==> config.mk <==
export PLATFORM = sky130hd
export DESIGN_NAME = ipv4_dotted_quad_check_flat
export DESIGN_NICKNAME = d
export VERILOG_FILES = /design/src/rtl/core/ipv4q_pkg.sv /design/src/rtl/core/ipv4q_if.sv /design/src/rtl/core/ipv4q_in_stage.sv /design/src/rtl/core/ipv4q_scan.sv /design/src/rtl/core/ipv4q_out_stage.sv /design/src/rtl/core/ipv4_dotted_quad_check.sv /design/src/flat_wrapper.sv
export VERILOG_INCLUDE_DIRS = /design/src /design/src/rtl/core
export SDC_FILE = /design/constraint.sdc
export NUM_CORES = 1
export LEC_CHECK = 0
export BUFFER_PORTS_ARGS = -buffer_cell sky130_fd_sc_hd__buf_4
export CORE_ASPECT_RATIO = 0.9
export CORE_MARGIN = 8
export CORE_UTILIZATION = 51
export CTS_BUF_LIST = sky130_fd_sc_hd__clkbuf_4
export CTS_CLUSTER_DIAMETER = 100
export CTS_CLUSTER_SIZE = 30
export DETAILED_ROUTE_END_ITERATION = 8
export GPL_TIMING_DRIVEN = 0
export PLACE_DENSITY = 0.7
export SLEW_MARGIN = 20
export SYNTH_ARGS = -nofsm -noshare
export SYNTH_HDL_FRONTEND = slang
export SYNTH_HIERARCHICAL = 1
export SYNTH_SLANG_ARGS = --single-unit
==> constraint.sdc <==
create_clock -name clk -period 3.75 [get_ports clk]
set_input_delay 0.75 -clock clk [delete_from_list [all_inputs] [get_ports clk]]
set_output_delay 0.75 -clock clk [all_outputs]
set_load 0.01 [all_outputs]
==> src/rtl/core/ipv4_dotted_quad_check_macros.svh <==
// Assertion macros shared by the dotted-quad checker.
`ifndef IPV4_DOTTED_QUAD_CHECK_MACROS_SVH
`define IPV4_DOTTED_QUAD_CHECK_MACROS_SVH

// Same-cycle implication, sampled on clk and disabled while arst_n is low.
`define IPV4Q_ASSERT_IMPL(label, ante, cons, msg) \
	label: assert property (@(posedge clk) disable iff (!arst_n) (ante) |-> (cons)) \
		else $error(msg);

// Next-cycle implication, sampled on clk and disabled while arst_n is low.
`define IPV4Q_ASSERT_NEXT(label, ante, cons, msg) \
	label: assert property (@(posedge clk) disable iff (!arst_n) (ante) |=> (cons)) \
		else $error(msg);

`endif

==> src/rtl/core/ipv4q_pkg.sv <==
// Types and constants for the dotted-quad address checker.
package ipv4q_pkg;

	localparam int CH_W  = 8;
	localparam int LEN_W = 5;
	localparam int POS_W = 4;
	localparam int VAL_W = 10;

	localparam logic [CH_W-1:0]  CH_DOT    = 8'h2E;
	localparam logic [CH_W-1:0]  CH_ZERO   = 8'h30;
	localparam logic [CH_W-1:0]  CH_NINE   = 8'h39;
	localparam logic [VAL_W-1:0] OCTET_MAX = 10'd255;
	localparam logic [2:0]       LAST_OCTET = 3'd3;
	localparam logic [1:0]       MAX_DIGITS = 2'd3;

	typedef struct packed {
		logic [CH_W-1:0] ch;
		logic            last;
	} char_t;

	typedef struct packed {
		logic             is_address;
		logic [LEN_W-1:0] scanned_length;
	} result_t;

endpackage

==> src/rtl/core/ipv4q_if.sv <==
// Valid/ready channel interfaces for characters in and results out.
interface ipv4q_char_if import ipv4q_pkg::*; ();
	logic            valid;
	logic            ready;
	logic [CH_W-1:0] ch;
	logic            last;

	modport source (output valid, output ch, output last, input ready);
	modport sink (input valid, input ch, input last, output ready);
endinterface

interface ipv4q_result_if import ipv4q_pkg::*; ();
	logic             valid;
	logic             ready;
	logic             is_address;
	logic [LEN_W-1:0] scanned_length;

	modport source (output valid, output is_address, output scanned_length, input ready);
	modport sink (input valid, input is_address, input scanned_length, output ready);
endinterface

==> src/rtl/core/ipv4q_in_stage.sv <==
// Input register: holds one character word until the scan can consume it.
module ipv4q_in_stage import ipv4q_pkg::*; (
	input  logic                clk,
	input  logic                arst_n,
	ipv4q_char_if.sink          chars,
	input  logic                out_free,
	output logic                advance,
	output char_t               item
);

	logic  valid_s1;
	char_t item_s1;

	// A word without the end mark never produces a result, so it never waits.
	assign advance     = valid_s1 && (!item_s1.last || out_free);
	assign chars.ready = !valid_s1 || advance;
	assign item        = item_s1;

	always_ff @(posedge clk or negedge arst_n) begin
		if (!arst_n) begin
			valid_s1 <= 1'b0;
		end else if (chars.ready) begin
			valid_s1 <= chars.valid;
		end
	end

	always_ff @(posedge clk) begin
		if (chars.ready && chars.valid) begin
			item_s1.ch   <= chars.ch;
			item_s1.last <= chars.last;
		end
	end

endmodule

==> src/rtl/core/ipv4q_scan.sv <==
// Scan state and the per-character update of the dotted-quad parser.
module ipv4q_scan import ipv4q_pkg::*; (
	input  logic    clk,
	input  logic    arst_n,
	input  logic    advance,
	input  char_t   item,
	output result_t res
);

	logic [2:0]       octet_index_q, octet_index_d;
	logic [1:0]       digit_count_q, digit_count_d;
	logic [VAL_W-1:0] octet_value_q, octet_value_d;
	logic [POS_W-1:0] char_position_q, char_position_d;
	logic             expect_dot_q, expect_dot_d;
	logic             decided_q, decided_d;
	logic             verdict_q, verdict_d;
	logic [LEN_W-1:0] decided_length_q, decided_length_d;

	logic             is_digit;
	logic             closed;
	logic [LEN_W-1:0] pos_p1;
	logic [LEN_W-1:0] pos_p2;
	logic [VAL_W-1:0] digit_val;
	logic [VAL_W-1:0] acc_val;

	assign is_digit  = (item.ch >= CH_ZERO) && (item.ch <= CH_NINE);
	assign pos_p1    = {1'b0, char_position_q} + LEN_W'(1);
	assign pos_p2    = {1'b0, char_position_q} + LEN_W'(2);
	assign digit_val = VAL_W'(item.ch - CH_ZERO);
	// Times ten as two shifts; the octet holds at most two digits here.
	assign acc_val   = {octet_value_q[VAL_W-4:0], 3'b000}
		+ {octet_value_q[VAL_W-2:0], 1'b0} + digit_val;
	// The octet ends on a forced dot after three digits or on any non-digit.
	assign closed    = expect_dot_q || (!is_digit && digit_count_q != 2'd0);

	always_comb begin
		octet_index_d    = octet_index_q;
		digit_count_d    = digit_count_q;
		octet_value_d    = octet_value_q;
		char_position_d  = char_position_q;
		expect_dot_d     = expect_dot_q;
		decided_d        = decided_q;
		verdict_d        = verdict_q;
		decided_length_d = decided_length_q;

		if (!decided_q) begin
			if (closed) begin
				if (octet_index_q != LAST_OCTET) begin
					if (item.ch == CH_DOT) begin
						octet_index_d = octet_index_q + 3'd1;
						digit_count_d = 2'd0;
						octet_value_d = '0;
						expect_dot_d  = 1'b0;
					end else begin
						decided_d        = 1'b1;
						verdict_d        = 1'b0;
						decided_length_d = pos_p1;
					end
				end else if (item.ch == CH_DOT || is_digit) begin
					decided_d        = 1'b1;
					verdict_d        = 1'b0;
					decided_length_d = pos_p1;
				end else begin
					decided_d        = 1'b1;
					verdict_d        = 1'b1;
					decided_length_d = {1'b0, char_position_q};
				end
			end else if (is_digit) begin
				octet_value_d = acc_val;
				digit_count_d = digit_count_q + 2'd1;
				if (digit_count_d == MAX_DIGITS) begin
					if (acc_val > OCTET_MAX) begin
						decided_d        = 1'b1;
						verdict_d        = 1'b0;
						decided_length_d = item.last ? pos_p1 : pos_p2;
					end else begin
						expect_dot_d = 1'b1;
					end
				end
			end else begin
				// A non-digit where an octet should start.
				decided_d        = 1'b1;
				verdict_d        = 1'b0;
				decided_length_d = pos_p1;
			end
			if (!decided_d) begin
				char_position_d = pos_p1[POS_W-1:0];
			end
		end
	end

	always_comb begin
		if (decided_d) begin
			res.is_address     = verdict_d;
			res.scanned_length = decided_length_d;
		end else begin
			res.is_address     = (octet_index_d == LAST_OCTET) && (digit_count_d != 2'd0);
			res.scanned_length = pos_p1;
		end
	end

	always_ff @(posedge clk or negedge arst_n) begin
		if (!arst_n) begin
			octet_index_q    <= '0;
			digit_count_q    <= '0;
			octet_value_q    <= '0;
			char_position_q  <= '0;
			expect_dot_q     <= 1'b0;
			decided_q        <= 1'b0;
			verdict_q        <= 1'b0;
			decided_length_q <= '0;
		end else if (advance) begin
			if (item.last) begin
				octet_index_q    <= '0;
				digit_count_q    <= '0;
				octet_value_q    <= '0;
				char_position_q  <= '0;
				expect_dot_q     <= 1'b0;
				decided_q        <= 1'b0;
				verdict_q        <= 1'b0;
				decided_length_q <= '0;
			end else begin
				octet_index_q    <= octet_index_d;
				digit_count_q    <= digit_count_d;
				octet_value_q    <= octet_value_d;
				char_position_q  <= char_position_d;
				expect_dot_q     <= expect_dot_d;
				decided_q        <= decided_d;
				verdict_q        <= verdict_d;
				decided_length_q <= decided_length_d;
			end
		end
	end

endmodule

==> src/rtl/core/ipv4q_out_stage.sv <==
// Result register: holds one result word until the sink takes it.
module ipv4q_out_stage import ipv4q_pkg::*; (
	input  logic             clk,
	input  logic             arst_n,
	input  logic             load,
	input  result_t          res,
	output logic             out_free,
	ipv4q_result_if.source   results
);

	logic    valid_q;
	result_t res_q;

	assign out_free               = !valid_q || results.ready;
	assign results.valid          = valid_q;
	assign results.is_address     = res_q.is_address;
	assign results.scanned_length = res_q.scanned_length;

	always_ff @(posedge clk or negedge arst_n) begin
		if (!arst_n) begin
			valid_q <= 1'b0;
		end else if (load) begin
			valid_q <= 1'b1;
		end else if (results.ready) begin
			valid_q <= 1'b0;
		end
	end

	always_ff @(posedge clk) begin
		if (load) begin
			res_q <= res;
		end
	end

endmodule

==> src/rtl/core/ipv4_dotted_quad_check.sv <==
// Top level of the streaming dotted-quad IPv4 address checker.
//
// The block reads a string one character word per cycle on the chars channel,
// with last marking the final character, and decides whether the string
// begins with a dotted-quad IPv4 address: four octets of one to three decimal
// digits, each no more than 255, separated by single dots, and followed by the
// end of the string or by a character that is neither a dot nor a digit.
// Exactly one result word leaves on the results channel for every string, after
// its last character. is_address is set on a match, and scanned_length then
// gives the length of the address; on a failure it gives the failing position
// plus one, capped at the string length. Characters after the decision point
// are consumed but do not affect the result. A character word can be taken in
// every cycle. The last character of a string waits in the input register while
// the parser computes the result and the scan state returns to its reset value.
// The result is loaded into the result register, which drives results.valid,
// once that register is free. The results channel may stall freely: the input
// register keeps taking words while a result waits, and only the last character
// of the next string is held until the result register is free.
`include "ipv4_dotted_quad_check_macros.svh"

module ipv4_dotted_quad_check import ipv4q_pkg::*; (
	input  logic           clk,
	input  logic           arst_n,
	ipv4q_char_if.sink     chars,
	ipv4q_result_if.source results
);

	logic    advance;
	logic    out_free;
	char_t   item;
	result_t res;

	ipv4q_in_stage u_in_stage (
		.clk      (clk),
		.arst_n   (arst_n),
		.chars    (chars),
		.out_free (out_free),
		.advance  (advance),
		.item     (item)
	);

	// The scan state moves one character forward on each advance and returns
	// to its reset value after a last character.
	ipv4q_scan u_scan (
		.clk     (clk),
		.arst_n  (arst_n),
		.advance (advance),
		.item    (item),
		.res     (res)
	);

	ipv4q_out_stage u_out_stage (
		.clk      (clk),
		.arst_n   (arst_n),
		.load     (advance && item.last),
		.res      (res),
		.out_free (out_free),
		.results  (results)
	);

	// A string's end never overwrites a result that is still waiting.
	`IPV4Q_ASSERT_IMPL(a_no_overwrite, advance && item.last, !results.valid || results.ready, "result overwritten")

	// Only the end of a string loads a result.
	`IPV4Q_ASSERT_NEXT(a_no_spurious, !results.valid && !(advance && item.last), !results.valid, "result without end of string")

	// Every end of a string yields a result in the next cycle.
	`IPV4Q_ASSERT_NEXT(a_result_follows, advance && item.last, results.valid, "end of string gave no result")

	// A matched address is between seven and fifteen characters long.
	`IPV4Q_ASSERT_IMPL(a_match_len, results.valid && results.is_address, results.scanned_length >= 5'd7 && results.scanned_length <= 5'd15, "bad address length")

endmodule
==> src/flat_wrapper.sv <==
// flat-port wrapper written by rule: the top's interface ports become plain ports
module ipv4_dotted_quad_check_flat import ipv4q_pkg::*;
  (clk, arst_n, chars_valid, chars_ch, chars_last, chars_ready, results_valid, results_is_address, results_scanned_length, results_ready);
  ipv4q_char_if chars_i ();
  ipv4q_result_if results_i ();
  input  logic clk;
  input  logic arst_n;
  input wire logic [$bits(chars_i.valid)-1:0] chars_valid;
  input wire logic [$bits(chars_i.ch)-1:0] chars_ch;
  input wire logic [$bits(chars_i.last)-1:0] chars_last;
  output wire logic [$bits(chars_i.ready)-1:0] chars_ready;
  output wire logic [$bits(results_i.valid)-1:0] results_valid;
  output wire logic [$bits(results_i.is_address)-1:0] results_is_address;
  output wire logic [$bits(results_i.scanned_length)-1:0] results_scanned_length;
  input wire logic [$bits(results_i.ready)-1:0] results_ready;
  assign chars_i.valid = chars_valid;
  assign chars_i.ch = chars_ch;
  assign chars_i.last = chars_last;
  assign chars_ready = chars_i.ready;
  assign results_valid = results_i.valid;
  assign results_is_address = results_i.is_address;
  assign results_scanned_length = results_i.scanned_length;
  assign results_i.ready = results_ready;
  ipv4_dotted_quad_check u_core (.clk(clk), .arst_n(arst_n), .chars(chars_i), .results(results_i));
endmodule
==> run summary <==
CP startpoint kind: flip-flop
Synth cell types: 77
Peak supply drop: 0.000391 V
max incr delay on CP: 0.48 ns
Skew-Pair Late Insertion Delay: 0.37 ns
TritonCTS Sinks: 43
initial core utilization: 52.7%
# IOs: 21
TritonCTS clock tree: yes
Final Setup Violations: 1
core box area: 6150 um^2
status: finished with violations
CTS root buf: clkbuf_4
DR iter-0 viols: 264
unrepaired setup endpoints after global routing: true
clock period minus worst slack: 3.81 ns
largest cells by area after synthesis: dfrtp_1, edfxtp_1, ha_1
ys async rst share: 65.1%
R2R Setup Slk: -0.06 ns
Hold Vio Cnt, Final: 0
number of global-route vias before repair: 2,805
fmax: 263 MHz
die height: 91.6 um
hpwl dp: 5850 um
area share of the largest cell type after synthesis: 21.6%
share of layout cells above drive strength 1: 23.5%
GRT Total Usage: 18.4%
Tcrit/Tclk final: 102%
Critical Path Sink Type: flip-flop
number of CTS-inserted buffers: 5
Avg Inst Size Synth: 9.64 um^2
count leader, synth: nand2_1
GP Congestion: 0.937
Worst Clk Skew: 0.00905 ns
crit path DAT: 3.94 ns
FF+latch area: 1150 um^2
Multi-input gate area: 2020 um^2
Finished Core Util: 61.4%
die width: 100 um
Residual DRC: 0
largest net degree at the start of global routing: 29
Site Rows: 27
Remaining Overflow, GRT: 0
Seq/Total Area, Yosys: 35.5%
Gate Count Post-Synth: 336
first-pass GRT wire length: 13,500 um
H-Tree Depth: 2
first drt pass iteration count: 5
slowest CP cell: fa_1
Critical Path RT: 3.89 ns
routed len/inst: 17.8 um
crit path max fanout: 5
Synth warnings: 6
Die ar.: 9160 um^2
maxcap violations: 0
final WL: 8240 um
Pwr Density: 667 nW/um^2
Layout area overhead: 16.6%
Final Slew Violations: 0
DR vias: 2,810
crit path kind: flip-flop to flip-flop
Slew HR: 52.3%
Synth Net Count: 374
Clk pwr share: 9.3%
HP Class: input pin to asynchronous set/reset pin
clock slew at reported path FFs: 0.14 ns
Port Buffers: 20
total power: 2.52 mW
failing checks: negative setup slack
number of synthesized flops with an enable pin: 15
Nets: 412
Final WS setup: -0.0582 ns
fillers: 549
P_int: 1.43 mW
Vias per Instance: 6.08
Sw Ratio: 43.4%
Clock Path Buffers: 2
Yosys top cell by area: dfrtp_1
crit-path cells: buf_6, buf_4, ha_1, inv_1, fa_1, ha_4, a2111oi_2, o21ai_1, and3_1, o21ai_4, and2_4, mux2_4, o31ai_4, a31oi_1
top cells by count, synth: nand2_1, dfrtp_1, inv_1, ha_1
Seq pwr share: 26.9%
DRT antenna net count: 0
Least-Margin Pin Slew: 0.715 ns
Psw: 1.09 mW
Leakage: 1.59 nW
commonest register cell after synthesis: dfrtp_1
mapped cell area: 3240 um^2
Comb power frac: 63.8%
initial antenna violation count: 0
Diodes inserted: 0
Yosys reg bits: 43
[area by class of cell]
cell class	instances	share of cell area [%]
Clock buffer	5	0.994
Tap cell	87	2.88
Sequential cell	43	30.5
Multi-Input combinational cell	253	53.5
Buffer	16	2.88
Clock inverter	3	0.530
Timing Repair Buffer	31	6.36
Inverter	24	2.38
[layer usage]
layer | GRT usage, % | vias to the layer above | wire length (um)
li1 | - | 1322 | -
met1 | 24.5 | 1362 | 3840
met2 | 28.4 | 115 | 3710
met3 | 4.35 | 11 | 580
met4 | 6.79 | 0 | 114
met5 | 0 | - | 0
[worst max-delay path, delay by kind of cell, from the launching register on]
kind / cells / cell delay (ns)
and+or+nand+nor: 2 / 0.44
adders and majority gates: 3 / 0.94
AOI/OAI and AO/OA: 5 / 1.09
muxes: 1 / 0.32
DFF: 1 / 0.45
buffers and inverters: 3 / 0.33
[power by group through the flow]
stage	sequential, mW	clock (mW)	combinational [mW]
after floorplan	0.669	0	0.932
after global placement	0.686	0	1.16
after detailed placement	0.690	0	1.18
after CTS	0.678	0.243	1.35
after global routing	0.694	0.255	1.75
final	0.678	0.235	1.61
[kinds of logic (layout without fill, tap and decap cells)]
logic type	after synthesis	after routing	share of synthesized area, %
buf+inv	40	79	6.14
xor+xnor	10	10	3.13
simple gates	101	101	16.9
flops	43	43	35.5
compound gates	112	112	25.3
fa+ha+maj	25	25	11.3
mux	5	5	1.74
[state kept, by name, summed over array words and instances, names as in the netlist]
register                                   count
u_core/u_in_stage/valid_s1                     1
u_core/u_scan/digit_count_q                    2
u_core/u_out_stage/results.scanned_length      5
u_core/u_scan/octet_index_q                    3
u_core/u_in_stage/item                         9
u_core/u_scan/decided_length_q                 5
u_core/u_scan/verdict_q                        1
u_core/u_scan/char_position_q                  4
u_core/u_scan/octet_value_q                    9
u_core/u_scan/decided_q                        1
u_core/u_out_stage/results.is_address          1
u_core/u_scan/expect_dot_q                     1
u_core/u_out_stage/results.valid               1
[timing repair]
item / CTS / global route
hold buffers: 0 / 0
setup buffers: 8 / 3
pin swaps: 2 / 10
setup endpoints to repair: 12 / 12
cloned: 0 / 0
resized for setup: 7 / 18
[placed cells by master, fill, tap and decap left out, types with 4 or more instances in the layout]
cell	netlist	layout
xnor2_1	5	5
edfxtp_1	15	15
clkbuf_4	0	5
and3_1	7	7
o221ai_1	7	7
a31oi_1	7	7
o21ai_0	17	16
dfrtp_1	28	28
fa_1	7	7
nand2_1	32	32
nand2b_1	5	5
nor2_1	17	17
inv_1	23	23
buf_6	4	6
a21oi_1	16	15
o21ai_1	4	4
nand3_1	12	12
o22ai_1	10	10
buf_4	1	30
o31ai_1	5	5
buf_2	4	4
clkbuf_1	6	6
ha_1	18	14
[path summary, 6_finish.rpt]
kind	depth (start not counted)	endpoint	from
max	14	u_core/u_out_stage/results.scanned_length[1]$_DFFE_PP_	u_core/u_in_stage/item[6]$_DFFE_PP_
min	1	u_core/u_scan/char_position_q[2]$_DFFE_PN0P_	arst_n
max reg2reg	14	u_core/u_out_stage/results.scanned_length[1]$_DFFE_PP_	u_core/u_in_stage/item[6]$_DFFE_PP_
min reg2reg	2	u_core/u_scan/octet_value_q[8]$_DFFE_PN0P_	u_core/u_scan/octet_value_q[8]$_DFFE_PN0P_
max in group asynchronous	1	u_core/u_scan/decided_length_q[2]$_DFFE_PN0P_	arst_n
min in group clk	2	u_core/u_scan/octet_value_q[8]$_DFFE_PN0P_	u_core/u_scan/octet_value_q[8]$_DFFE_PN0P_
[per-stage QoR]
stage	hold WS (ns)	worst slack, ns	cell area, um^2	setup TNS (ns)	std cells
after floorplan	0.449	0.193	3240	0	336
after global placement	0.473	-0.279	3500	-1.81	443
after detailed placement	0.483	-0.314	3500	-2.22	443
after CTS	0.296	0.00245	3660	0	459
after global routing	0.304	-0.194	3780	-1.05	462
final	0.287	-0.0582	3780	-0.0582	462
No activity file was read; power rests on OpenSTA's default activity.
